===== src/sv/vrs_pkg.sv =====
// Shared types, constants and state encoding for the voxel ray stepper.
package vrs_pkg;

   localparam int MAG_W       = 16;
   localparam int TIME_W      = 32;
   localparam int CNT_W       = 7;
   localparam int DIV_ITER    = 16;
   localparam int DIV_CNT_W   = $clog2(DIV_ITER);
   localparam logic [CNT_W-1:0] MAX_STEPS     = 7'd64;
   localparam logic [7:0]       FLOOR_Y_RESET = 8'd6;
   localparam logic [TIME_W-1:0] TIME_SAT     = {TIME_W{1'b1}};

   typedef enum logic [1:0] {
      AXIS_X = 2'd0,
      AXIS_Y = 2'd1,
      AXIS_Z = 2'd2
   } axis_type;

   typedef enum logic [1:0] {
      ST_IDLE,
      ST_DIV,
      ST_WALK
   } state_type;

   typedef struct packed {
      logic signed [15:0] dir_x;
      logic signed [15:0] dir_y;
      logic signed [15:0] dir_z;
      logic signed [15:0] start_x;
      logic signed [15:0] start_y;
      logic signed [15:0] start_z;
      logic [CNT_W-1:0]   step_count;
   } req_type;

   typedef struct packed {
      logic signed [15:0] cell_x;
      logic signed [15:0] cell_y;
      logic signed [15:0] cell_z;
      logic signed [15:0] end_x;
      logic signed [15:0] end_y;
      logic signed [15:0] end_z;
      logic               last;
   } rsp_type;

   typedef struct packed {
      logic               start;
      logic [MAG_W-1:0]   divisor;
   } div_cmd_type;

endpackage


===== src/sv/vrs_div.sv =====
// Iterative restoring divider: 2^31 / divisor, two quotient bits per cycle.
module vrs_div (
   input  logic                       clock,
   input  logic                       reset,
   input  vrs_pkg::div_cmd_type       cmd,
   output logic                       done,
   output logic [vrs_pkg::TIME_W-1:0] quotient
);
   import vrs_pkg::*;

   logic                 busy_ff;
   logic                 done_ff;
   logic [DIV_CNT_W-1:0] cnt_ff;
   logic [MAG_W-1:0]     rem_ff;
   logic [MAG_W-1:0]     dvs_ff;
   logic [TIME_W-1:0]    quo_ff;
   logic [MAG_W:0]       s1;
   logic [MAG_W:0]       s2;
   logic                 first_bit;

   // One restoring step: returns {quotient bit, new remainder}.
   function automatic logic [MAG_W:0] div_step(input logic [MAG_W-1:0] rem,
                                               input logic             nb,
                                               input logic [MAG_W-1:0] d);
      logic [MAG_W:0] r;
      logic [MAG_W:0] diff;
      begin
         r    = {rem, nb};
         diff = r - {1'b0, d};
         if (r >= {1'b0, d}) begin
            div_step = {1'b1, diff[MAG_W-1:0]};
         end else begin
            div_step = {1'b0, r[MAG_W-1:0]};
         end
      end
   endfunction

   // The dividend has only its top bit set.
   assign first_bit = (cnt_ff == '0);
   assign s1        = div_step(rem_ff, first_bit, dvs_ff);
   assign s2        = div_step(s1[MAG_W-1:0], 1'b0, dvs_ff);

   always_ff @(posedge clock) begin
      if (reset) begin
         busy_ff <= 1'b0;
         done_ff <= 1'b0;
         cnt_ff  <= '0;
      end else begin
         done_ff <= 1'b0;
         if (cmd.start) begin
            busy_ff <= 1'b1;
            cnt_ff  <= '0;
         end else if (busy_ff) begin
            cnt_ff <= cnt_ff + 1'b1;
            if (cnt_ff == DIV_CNT_W'(DIV_ITER - 1)) begin
               busy_ff <= 1'b0;
               done_ff <= 1'b1;
            end
         end
      end
   end

   always_ff @(posedge clock) begin
      if (cmd.start) begin
         rem_ff <= '0;
         quo_ff <= '0;
         dvs_ff <= cmd.divisor;
      end else if (busy_ff) begin
         rem_ff <= s2[MAG_W-1:0];
         quo_ff <= {quo_ff[TIME_W-3:0], s1[MAG_W], s2[MAG_W]};
      end
   end

   assign done     = done_ff;
   assign quotient = quo_ff;

endmodule


===== src/sv/voxel_ray_stepper_top.sv =====
// Voxel ray stepper: per-ray setup on a shared divider, then one cell per cycle.
// Setup: after a ray is accepted, the shared divider forms a reciprocal for each axis in turn,
// X, Y then Z (start, divide and done per axis); the walk then begins.
// Then one result per cycle while rsp_ready stays high; a held result stalls the walk.
// A new ray is accepted only while idle, after the last result of the previous ray is issued;
// the one divider serves all three axes. Reset (synchronous) clears control state, floor_y to 6.
module voxel_ray_stepper_top (
   input  logic             clock,
   input  logic             reset,
   input  logic             req_valid,
   output logic             req_ready,
   input  vrs_pkg::req_type req_data,
   output logic             rsp_valid,
   input  logic             rsp_ready,
   output vrs_pkg::rsp_type rsp_data,
   input  logic             csr_valid,
   output logic             csr_ready,
   input  logic [7:0]       csr_data
);
   import vrs_pkg::*;

   state_type         state_ff, state_in;
   axis_type          axis_ff;
   logic [7:0]        floor_y_ff;
   logic signed [15:0] dir_ff  [3];
   logic signed [15:0] cell_ff [3];
   logic [TIME_W-1:0] tmax_ff [3];
   logic [TIME_W-1:0] tdel_ff [3];
   logic [2:0]        never_ff;
   logic [CNT_W-1:0]  left_ff;
   logic              start_ff;
   logic              rsp_valid_ff;
   rsp_type           rsp_ff;

   logic              req_fire;
   logic              advance;
   logic              div_done;
   logic [TIME_W-1:0] div_q;
   div_cmd_type       div_cmd;
   logic [MAG_W-1:0]  mag_sel;
   logic signed [15:0] dir_sel;
   logic [CNT_W-1:0]  count_in;
   logic              x_lt_y, x_lt_z, y_lt_z;
   logic              sel_x, sel_y, sel_z;
   logic [1:0]        sel_axis;
   logic [TIME_W:0]   tsum;
   logic [TIME_W-1:0] tnext;
   logic signed [15:0] next_x, next_y, next_z, y_step;
   logic              is_last;

   // Axis a fires before axis b: a is reachable, and b is not or a is strictly earlier.
   function automatic logic earlier(input logic na, input logic nb,
                                    input logic [TIME_W-1:0] ta,
                                    input logic [TIME_W-1:0] tb);
      begin
         earlier = !na && (nb || (ta < tb));
      end
   endfunction

   function automatic logic signed [15:0] step_cell(input logic signed [15:0] c,
                                                   input logic signed [15:0] d);
      begin
         step_cell = d[15] ? c - 16'sd1 : c + 16'sd1;
      end
   endfunction

   // ---- next state ----
   always_comb begin
      state_in = state_ff;
      unique case (state_ff)
         ST_IDLE: begin
            if (req_fire && (req_data.step_count != '0)) begin
               state_in = ST_DIV;
            end
         end
         ST_DIV: begin
            if (div_done && (axis_ff == AXIS_Z)) begin
               state_in = ST_WALK;
            end
         end
         ST_WALK: begin
            if (advance && (left_ff == CNT_W'(1))) begin
               state_in = ST_IDLE;
            end
         end
         default: state_in = ST_IDLE;
      endcase
   end

   // ---- outputs of the sequencer ----
   always_comb begin
      req_ready = 1'b0;
      advance   = 1'b0;
      unique case (state_ff)
         ST_IDLE: req_ready = 1'b1;
         ST_DIV:  req_ready = 1'b0;
         ST_WALK: advance   = !rsp_valid_ff || rsp_ready;
         default: req_ready = 1'b0;
      endcase
   end

   assign req_fire  = req_valid && req_ready;
   assign csr_ready = 1'b1;
   assign count_in  = (req_data.step_count > MAX_STEPS) ? MAX_STEPS : req_data.step_count;

   // ---- divider ----
   assign dir_sel         = dir_ff[axis_ff];
   assign mag_sel         = dir_sel[15] ? MAG_W'(-dir_sel) : MAG_W'(dir_sel);
   assign div_cmd.start   = start_ff;
   assign div_cmd.divisor = mag_sel;

   vrs_div u_div (
      .clock    (clock),
      .reset    (reset),
      .cmd      (div_cmd),
      .done     (div_done),
      .quotient (div_q)
   );

   // ---- axis choice and shared time adder ----
   assign x_lt_y = earlier(never_ff[0], never_ff[1], tmax_ff[0], tmax_ff[1]);
   assign x_lt_z = earlier(never_ff[0], never_ff[2], tmax_ff[0], tmax_ff[2]);
   assign y_lt_z = earlier(never_ff[1], never_ff[2], tmax_ff[1], tmax_ff[2]);
   assign sel_x  = x_lt_y && x_lt_z;
   assign sel_y  = !sel_x && y_lt_z;
   assign sel_z  = !sel_x && !sel_y && !never_ff[2];

   always_comb begin
      if (sel_x) begin
         sel_axis = AXIS_X;
      end else if (sel_y) begin
         sel_axis = AXIS_Y;
      end else begin
         sel_axis = AXIS_Z;
      end
   end

   assign tsum  = {1'b0, tmax_ff[sel_axis]} + {1'b0, tdel_ff[sel_axis]};
   assign tnext = tsum[TIME_W] ? TIME_SAT : tsum[TIME_W-1:0];

   assign y_step = step_cell(cell_ff[1], dir_ff[1]);
   assign next_x = sel_x ? step_cell(cell_ff[0], dir_ff[0]) : cell_ff[0];
   assign next_z = sel_z ? step_cell(cell_ff[2], dir_ff[2]) : cell_ff[2];
   always_comb begin
      next_y = cell_ff[1];
      if (sel_y) begin
         // Clamp the stepped y up to the floor.
         next_y = (y_step < $signed({8'd0, floor_y_ff})) ? $signed({8'd0, floor_y_ff})
                                                         : y_step;
      end
   end

   assign is_last = (left_ff == CNT_W'(1));

   // ---- control registers ----
   always_ff @(posedge clock) begin
      if (reset) begin
         state_ff     <= ST_IDLE;
         axis_ff      <= AXIS_X;
         start_ff     <= 1'b0;
         rsp_valid_ff <= 1'b0;
         floor_y_ff   <= FLOOR_Y_RESET;
         left_ff      <= '0;
      end else begin
         state_ff <= state_in;
         start_ff <= 1'b0;
         if (csr_valid && csr_ready) begin
            floor_y_ff <= csr_data;
         end
         if (req_fire) begin
            axis_ff  <= AXIS_X;
            left_ff  <= count_in;
            start_ff <= (count_in != '0);
         end
         if ((state_ff == ST_DIV) && div_done && (axis_ff != AXIS_Z)) begin
            axis_ff  <= axis_type'(axis_ff + 2'd1);
            start_ff <= 1'b1;
         end
         if (advance) begin
            rsp_valid_ff <= 1'b1;
            left_ff      <= left_ff - 1'b1;
         end else if (rsp_ready) begin
            rsp_valid_ff <= 1'b0;
         end
      end
   end

   // ---- datapath registers ----
   always_ff @(posedge clock) begin
      if (req_fire) begin
         dir_ff[0]  <= req_data.dir_x;
         dir_ff[1]  <= req_data.dir_y;
         dir_ff[2]  <= req_data.dir_z;
         cell_ff[0] <= req_data.start_x;
         cell_ff[1] <= req_data.start_y;
         cell_ff[2] <= req_data.start_z;
      end
      if ((state_ff == ST_DIV) && div_done) begin
         tdel_ff[axis_ff]  <= div_q;
         tmax_ff[axis_ff]  <= dir_sel[15] ? '0 : div_q;
         never_ff[axis_ff] <= (dir_sel == 16'sd0);
      end
      if (advance) begin
         rsp_ff.cell_x <= cell_ff[0];
         rsp_ff.cell_y <= cell_ff[1];
         rsp_ff.cell_z <= cell_ff[2];
         rsp_ff.end_x  <= is_last ? next_x : 16'sd0;
         rsp_ff.end_y  <= is_last ? next_y : 16'sd0;
         rsp_ff.end_z  <= is_last ? next_z : 16'sd0;
         rsp_ff.last   <= is_last;
         cell_ff[0]    <= next_x;
         cell_ff[1]    <= next_y;
         cell_ff[2]    <= next_z;
         if (sel_x || sel_y || sel_z) begin
            tmax_ff[sel_axis] <= tnext;
         end
      end
   end

   assign rsp_valid = rsp_valid_ff;
   assign rsp_data  = rsp_ff;

endmodule


===== config.mk =====
export PLATFORM = sky130hd
export DESIGN_NAME = voxel_ray_stepper_top
export DESIGN_NICKNAME = d
export VERILOG_FILES = /design/src/sv/vrs_pkg.sv /design/src/sv/vrs_div.sv /design/src/sv/voxel_ray_stepper_top.sv
export SDC_FILE = /design/constraint.sdc
export NUM_CORES = 1
export LEC_CHECK = 0
export BUFFER_PORTS_ARGS = -buffer_cell sky130_fd_sc_hd__buf_2
export CAP_MARGIN = 20
export CORE_ASPECT_RATIO = 0.75
export CORE_MARGIN = 3
export CORE_UTILIZATION = 40
export CTS_CLUSTER_DIAMETER = 150
export CTS_CLUSTER_SIZE = 25
export DETAILED_ROUTE_END_ITERATION = 10
export PLACE_DENSITY = 0.64
export SLEW_MARGIN = 20
export SYNTH_ARGS = -nofsm -noshare
export SYNTH_HDL_FRONTEND = slang
export SYNTH_SLANG_ARGS = --single-unit

===== constraint.sdc =====
create_clock -name clock -period 6.1 [get_ports clock]
set_clock_uncertainty 0.05 [all_clocks]
set_input_delay 0 -clock clock [delete_from_list [all_inputs] [get_ports clock]]
set_output_delay 0 -clock clock [all_outputs]
set_load 0.02 [all_outputs]

# Word level (Yosys, flattened, before mapping)
# Memory sizes are Yosys's and may differ from the RTL's. A register that Yosys moved wholly into a read port is not among the register bits.
# Cells that the tools add are included.
# classes
reduce_logical,38
n_mux,53
n_eq_ne,9
bitwise,4
add_sub_neg,13
magnitude_cmp,9
# ops
operator,n
2-to-1 mux 16 bit,10
less-than comparator 32 bit,3
2-to-1 mux 32 bit,3
"adder 16 x 2 -> 16 bit, second input constant",3
"subtractor 16 x 2 -> 16 bit, second input constant",3
greater-or-equal comparator 17 x 16 -> 1 bit,2
2-to-1 mux 17 bit,2
adder 32 x 32 -> 33 bit,1
OR reduction 32 bit,1
subtractor 16 bit,2
2-to-1 mux 1 bit,21
2-to-1 mux 7 bit,3
2-to-1 mux 2 bit,10
zero test 16 bit,1
less-than comparator 16 x 9 -> 1 bit,1
negation 16 bit,1
2-to-1 mux 15 bit,1
logical AND 1 bit,14
nonzero test 7 bit,2
"!= test 2 bit, second input constant",4
"== test 7 x 1 -> 1 bit, second input constant",1
"greater-than comparator 7 bit, second input constant",1
"subtractor 7 x 1 -> 7 bit, second input constant",1
zero test 1 bit,6
other kinds (19),29
# totals
out_inout_bits,100
register_bits,191
elab_cells,151
memories,4
ram_bits,288
input_bits,116
# mem_list
memory,words,width,rd,rd_clocked_by_memory_dff,wr,line,text
tdel_ff,3,32,1,0,1,voxel_ray_stepper_top.sv:28,logic [TIME_W-1:0] tdel_ff [3];
tmax_ff,3,32,4,0,1,voxel_ray_stepper_top.sv:27,logic [TIME_W-1:0] tmax_ff [3];
cell_ff,3,16,3,0,3,voxel_ray_stepper_top.sv:26,logic signed [15:0] cell_ff [3];
dir_ff,3,16,4,1,3,voxel_ray_stepper_top.sv:25,logic signed [15:0] dir_ff [3];

# Depth between registers and ports, before layout
# An unclocked memory read counts as a cell.
# logic_depth
word_depth,16
mapped_depth,27
ltp_nobuf,22

# Cells and area by module
# From an unflattened synthesis, not the netlist that was laid out.
# hier_totals
hier_cells,2450
area_unflattened_um2,26421.6
# modules_own_cells
module,instances,cells_per_inst,area_each_um2,seq_area_each_um2
voxel_ray_stepper_top,1,1976,22117.5,12111.6
vrs_div,1,474,4304.1,1561.5

# Worst setup path before layout
# No wires, ideal clock.
# synth_path
path_type,reg2reg
startpoint,reg state_ff[1]
endpoint,mem tmax_ff[0][0] (enable)
n_path_buf,1
path_slack_ps,170
synth_period_minus_slack_ps,5930
stages_incl_launch_ff,7
arrival_time_ps,5448
path_cell_list,dfxtp_1 -> nor2b_1 -> nand2_1 -> clkinv_1 -> clkbuf_1 -> a21oi_1 -> a21oi_1
# synth_via
elab_chain_cells,6
word_cells_on_any_way,11
classes_between,eq/ne: 2; mux: 7; reduce/logical: 2
# synth_rtl
item,line,text
start: declaration,voxel_ray_stepper_top.sv:22,"state_type state_ff, state_in;"
start signal: assignment,voxel_ray_stepper_top.sv:165,state_ff <= state_in;
== test 2 bit *,voxel_ray_stepper_top.sv:94,unique case (state_ff)
2-to-1 mux 1 bit *,voxel_ray_stepper_top.sv:94,
named net advance,voxel_ray_stepper_top.sv:36,logic advance;
2-to-1 mux 1 bit *,voxel_ray_stepper_top.sv:203,if (advance) begin
2-to-1 mux 1 bit (not written as such) *,voxel_ray_stepper_top.sv:215,tmax_ff[sel_axis] <= tnext;
OR reduction 32 bit (no line),--,
2-to-1 mux 2 bit (no line) or 2-to-1 mux 1 bit (tied branches),--,
end: declaration,voxel_ray_stepper_top.sv:27,
# The timed path passes the listed nets; every way through them passes the cells marked *.

==> summary.txt <==
FF-to-FF path depth -> 22
leakage power -> 12.4 nW
Setup Fix Bufs, Post-CTS -> 0
Synth cell types -> 83
cell taking the most area after synthesis -> edfxtp_1
fin worst setup slack -> 0.333 ns
synthesized area -> 0.0269 mm²
Sink Count -> 481
global route hottest layer -> met2
maximum number of pins on one net before global-route repair -> 70
clock latency on the worst-skew pair -> 0.57 ns
initial antenna violation count -> 0
standard-cell rows -> 81
result of the run -> finished, final reports clean
buffer cell driving the clock tree root -> clkbuf_16
dpl cell area -> 0.0290 mm²
number of buffers added by the clock tree synthesis step -> 23
ANT nets after route -> 0
count of warnings emitted by yosys -> 0
tightest slew margin relative to the limit -> 0.237
share of cells above drive strength 1 -> 0.120
Vias -> 20300
utilization after layout -> 0.473
die boundary height -> 230 µm
mean instance size in the synthesized netlist -> 10.8 µm²
non-filler instance count after layout -> 3703
slowest cell on the critical path -> edfxtp_1
Most used DFF post-synth -> edfxtp_1
antenna diode instance count -> 0
GR Overflow Total -> 0
startpoint of the most critical hold path -> req_data[94]
share of synthesized area occupied by flip-flops and latches -> 0.509
final critical delay including setup and external delays -> 5.77 ns
htree depth -> 1
worst-margin pin slew -> 1.14 ns
startpoint kind of the worst setup timing path -> flip-flop
Core ar. -> 0.0659 mm²
path class of the lowest-slack min-delay path -> in -> reg
Design Area, Final -> 0.0311 mm²
final layout net count -> 3153
worst setup path category -> reg -> reg
final WL -> 70800 µm
highest clock rate -> 173 MHz
terminus of the critical flop-to-flop path -> tmax_ff[0][28]
die width -> 305 µm
Initial Utilization -> 0.408
final number of setup-violating endpoints -> 0
initial DRC count -> 1868
max-slew violation total from the final report -> 0
clock edge transition at the registers on the reported setup and hold paths -> 0.10 ns
met3 GRT Util -> 0.0234
number of max-cap violations -> 0
placed wire-length estimate -> 50500 µm
global routing usage on met2 -> 0.306
post-placement cell count -> 3515
worst reg-to-reg setup slack -> 0.33 ns
via count of the first global-routing pass -> 19900
largest cells by area after synthesis -> edfxtp_1 45%, ha_1 10%, dfxtp_1 5.7%, mux2i_1 5.3%, a21oi_1 3.9%
post-synthesis instance total -> 2486
die footprint -> 0.0704 mm²
endpoint with the worst hold slack -> dir_ff[0][7]
endpoint arrival time on the critical path -> 5.99 ns
I/O pins -> 216
Synth-to-Final Area Change -> 15.9%
DR pass1 iterations -> 7
biggest fanout along the worst timing path -> 28
Placement Setup Slack -> 0.301 ns
wire length of the first global-routing pass -> 111000 µm
RePlAce Congestion -> 0.918
clock tree from TritonCTS -> done
global-route track usage on met1 -> 0.293
crit-path cells -> ha_1 -> and4_1 -> and4b_1 -> or3b_1 -> o31a_2 -> and2_4 -> buf_4 -> nand2_1 -> o21ai_0 -> ha_1 -> fa_1 -> a21o_1 -> a21oi_1 -> o211ai_1 -> a31oi_2 -> nor3_1 -> buf_4 -> o2111ai_1 -> nand3_1 -> nand2_1 -> buf_12 -> a31oi_1
post-route clock period utilization -> 0.945
leading cell types by count after synthesis -> 404 x edfxtp_1, 226 x nor2_1, 215 x ha_1
flops & latches, synth -> 481
Req. time, crit path -> 6.32 ns
ys async rst share -> 0
clock tree buffer depth -> 3
combined global-route utilization of all metal layers -> 0.195
drt wl/cell -> 19.1 µm
number of enable flip-flop cells after synthesis -> 404
post-detailed-route DRC marker count -> 0
Final Hold Vio Count -> 0
maximum single-stage delay on the critical path -> 0.44 ns
Hold Path Stages -> 2
dominant cell by count in the synthesized netlist -> edfxtp_1
net count after synthesis -> 2823
Setup Total Neg Slack -> 0 ns
area share of the largest cell type after synthesis -> 0.451
critical path endpoint category -> flip-flop
total of buffers placed on input and output ports -> 214
power density over the cells -> 263 mW/mm²
startpoint of the worst register-to-register path -> tmax_ff[0][31]
per-cell via count in the routed design -> 5.47
Max IR drop VDD -> 287 µV
power breakdown:
group / internal, mW / switching (mW) / leakage (nW)
registers: 3.67 / 0.102 / 4.43
logic: 1.19 / 1.46 / 7.63
clock network: 0.729 / 1.03 / 0.313
total: 5.58 / 2.59 / 12.4
per-layer routing:
layer  vias up  wire length, µm  share of wire
li1       9806                -              -
met1      9800            34600           0.49
met2       573            31000           0.44
met3        77             3960          0.056
met4         0             1200          0.017
met5         -                0              0
through the flow:
stage          hold slack, ns  total power [mW]
5_1_grt                0.0731              8.61
3_5_place_dp            0.128              6.36
6_report               0.0941              8.18
3_3_place_gp            0.126              6.27
4_1_cts                0.0442              8.20
2_1_floorplan          0.0279              5.85
cell type report:
type / count / area, µm²
multi-input cells: 1768 / 12300
flip-flops and latches: 481 / 13700
repair buffers: 404 / 2900
well taps: 871 / 1090
clock inverters: 1 / 20.0
inverters: 138 / 522
fillers: 5981 / 34700
clock buffers: 40 / 639
sequential cells by signal, summed over array words and instances (netlist names), 2 cells and up, named ones only:
name	cells
state_ff	2
u_div.rem_ff	16
u_div.quotient	32
dir_ff	48
cell_ff	48
axis_ff	2
never_ff	3
u_div.dvs_ff	16
left_ff	7
tdel_ff	96
tmax_ff	96
floor_y_ff	8
u_div.cnt_ff	4
rsp_data	97
layout by cell type, fill, tap and decap left out, drive strengths merged, types with 8 or more instances in the layout:
| cell | synthesis | routed |
|---|---|---|
| o21bai | 14 | 14 |
| ha | 215 | 215 |
| or2 | 15 | 15 |
| a21oi | 213 | 213 |
| nor3 | 30 | 30 |
| nand3 | 50 | 50 |
| nand2 | 187 | 187 |
| mux2 | 20 | 20 |
| a21o | 61 | 61 |
| clkbuf | 54 | 40 |
| a211oi | 29 | 29 |
| a31oi | 46 | 46 |
| o21ai | 186 | 186 |
| xor2 | 38 | 38 |
| nor2b | 14 | 14 |
| buf | 45 | 258 |
| and3 | 14 | 14 |
| dlygate4sd3 | 0 | 146 |
| nand4 | 21 | 21 |
| inv | 137 | 138 |
| xnor2 | 69 | 69 |
| nand3b | 8 | 8 |
| o21a | 13 | 13 |
| edfxtp | 404 | 404 |
| dfxtp | 77 | 77 |
| nor2 | 226 | 226 |
| a221oi | 8 | 8 |
| mux2i | 141 | 141 |
| nand2b | 22 | 22 |
| nor4 | 12 | 12 |
| o211ai | 12 | 12 |
worst max path at each step:
stage | startpoint | end | slack (ns)
4_1_cts | tmax_ff[2][17] | tmax_ff[2][9] | 0.28
3_3_place_gp | tmax_ff[2][17] | tmax_ff[0][31] | 0.47
3_5_place_dp | tmax_ff[2][17] | tmax_ff[2][9] | 0.30
2_1_floorplan | state_ff[1] | tmax_ff[0][0] | 0.17
5_1_grt | tmax_ff[2][17] | tmax_ff[2][9] | -0.001
6_report | tmax_ff[0][31] | tmax_ff[0][28] | 0.33
what timing repair did:
item / 4_1_cts / 5_1_grt
hold buffers: 146 / 0
resized for setup: 0 / 7
hold endpoints to repair: 120 / 0
endpoints found under the setup margin: 0 / 96
worst max-delay path, delay by kind of cell (launching register included):
| kind | cells | cell delay [ns] |
|---|---|---|
| DFF | 1 | 0.44 |
| buffers and inverters | 3 | 0.55 |
| AOI/OAI and AO/OA | 8 | 1.92 |
| and+or+nand+nor | 8 | 1.50 |
| adders and majority gates | 3 | 1.00 |
cell families after synthesis:
logic type / share of synthesized area
simple gates: 0.108
fa+ha+maj: 0.105
mux: 0.0609
compound gates: 0.147
other cells: 0.000140
flops: 0.509
xor+xnor: 0.0349
buf+inv: 0.0363
No activity file was read; power rests on OpenSTA's default activity.
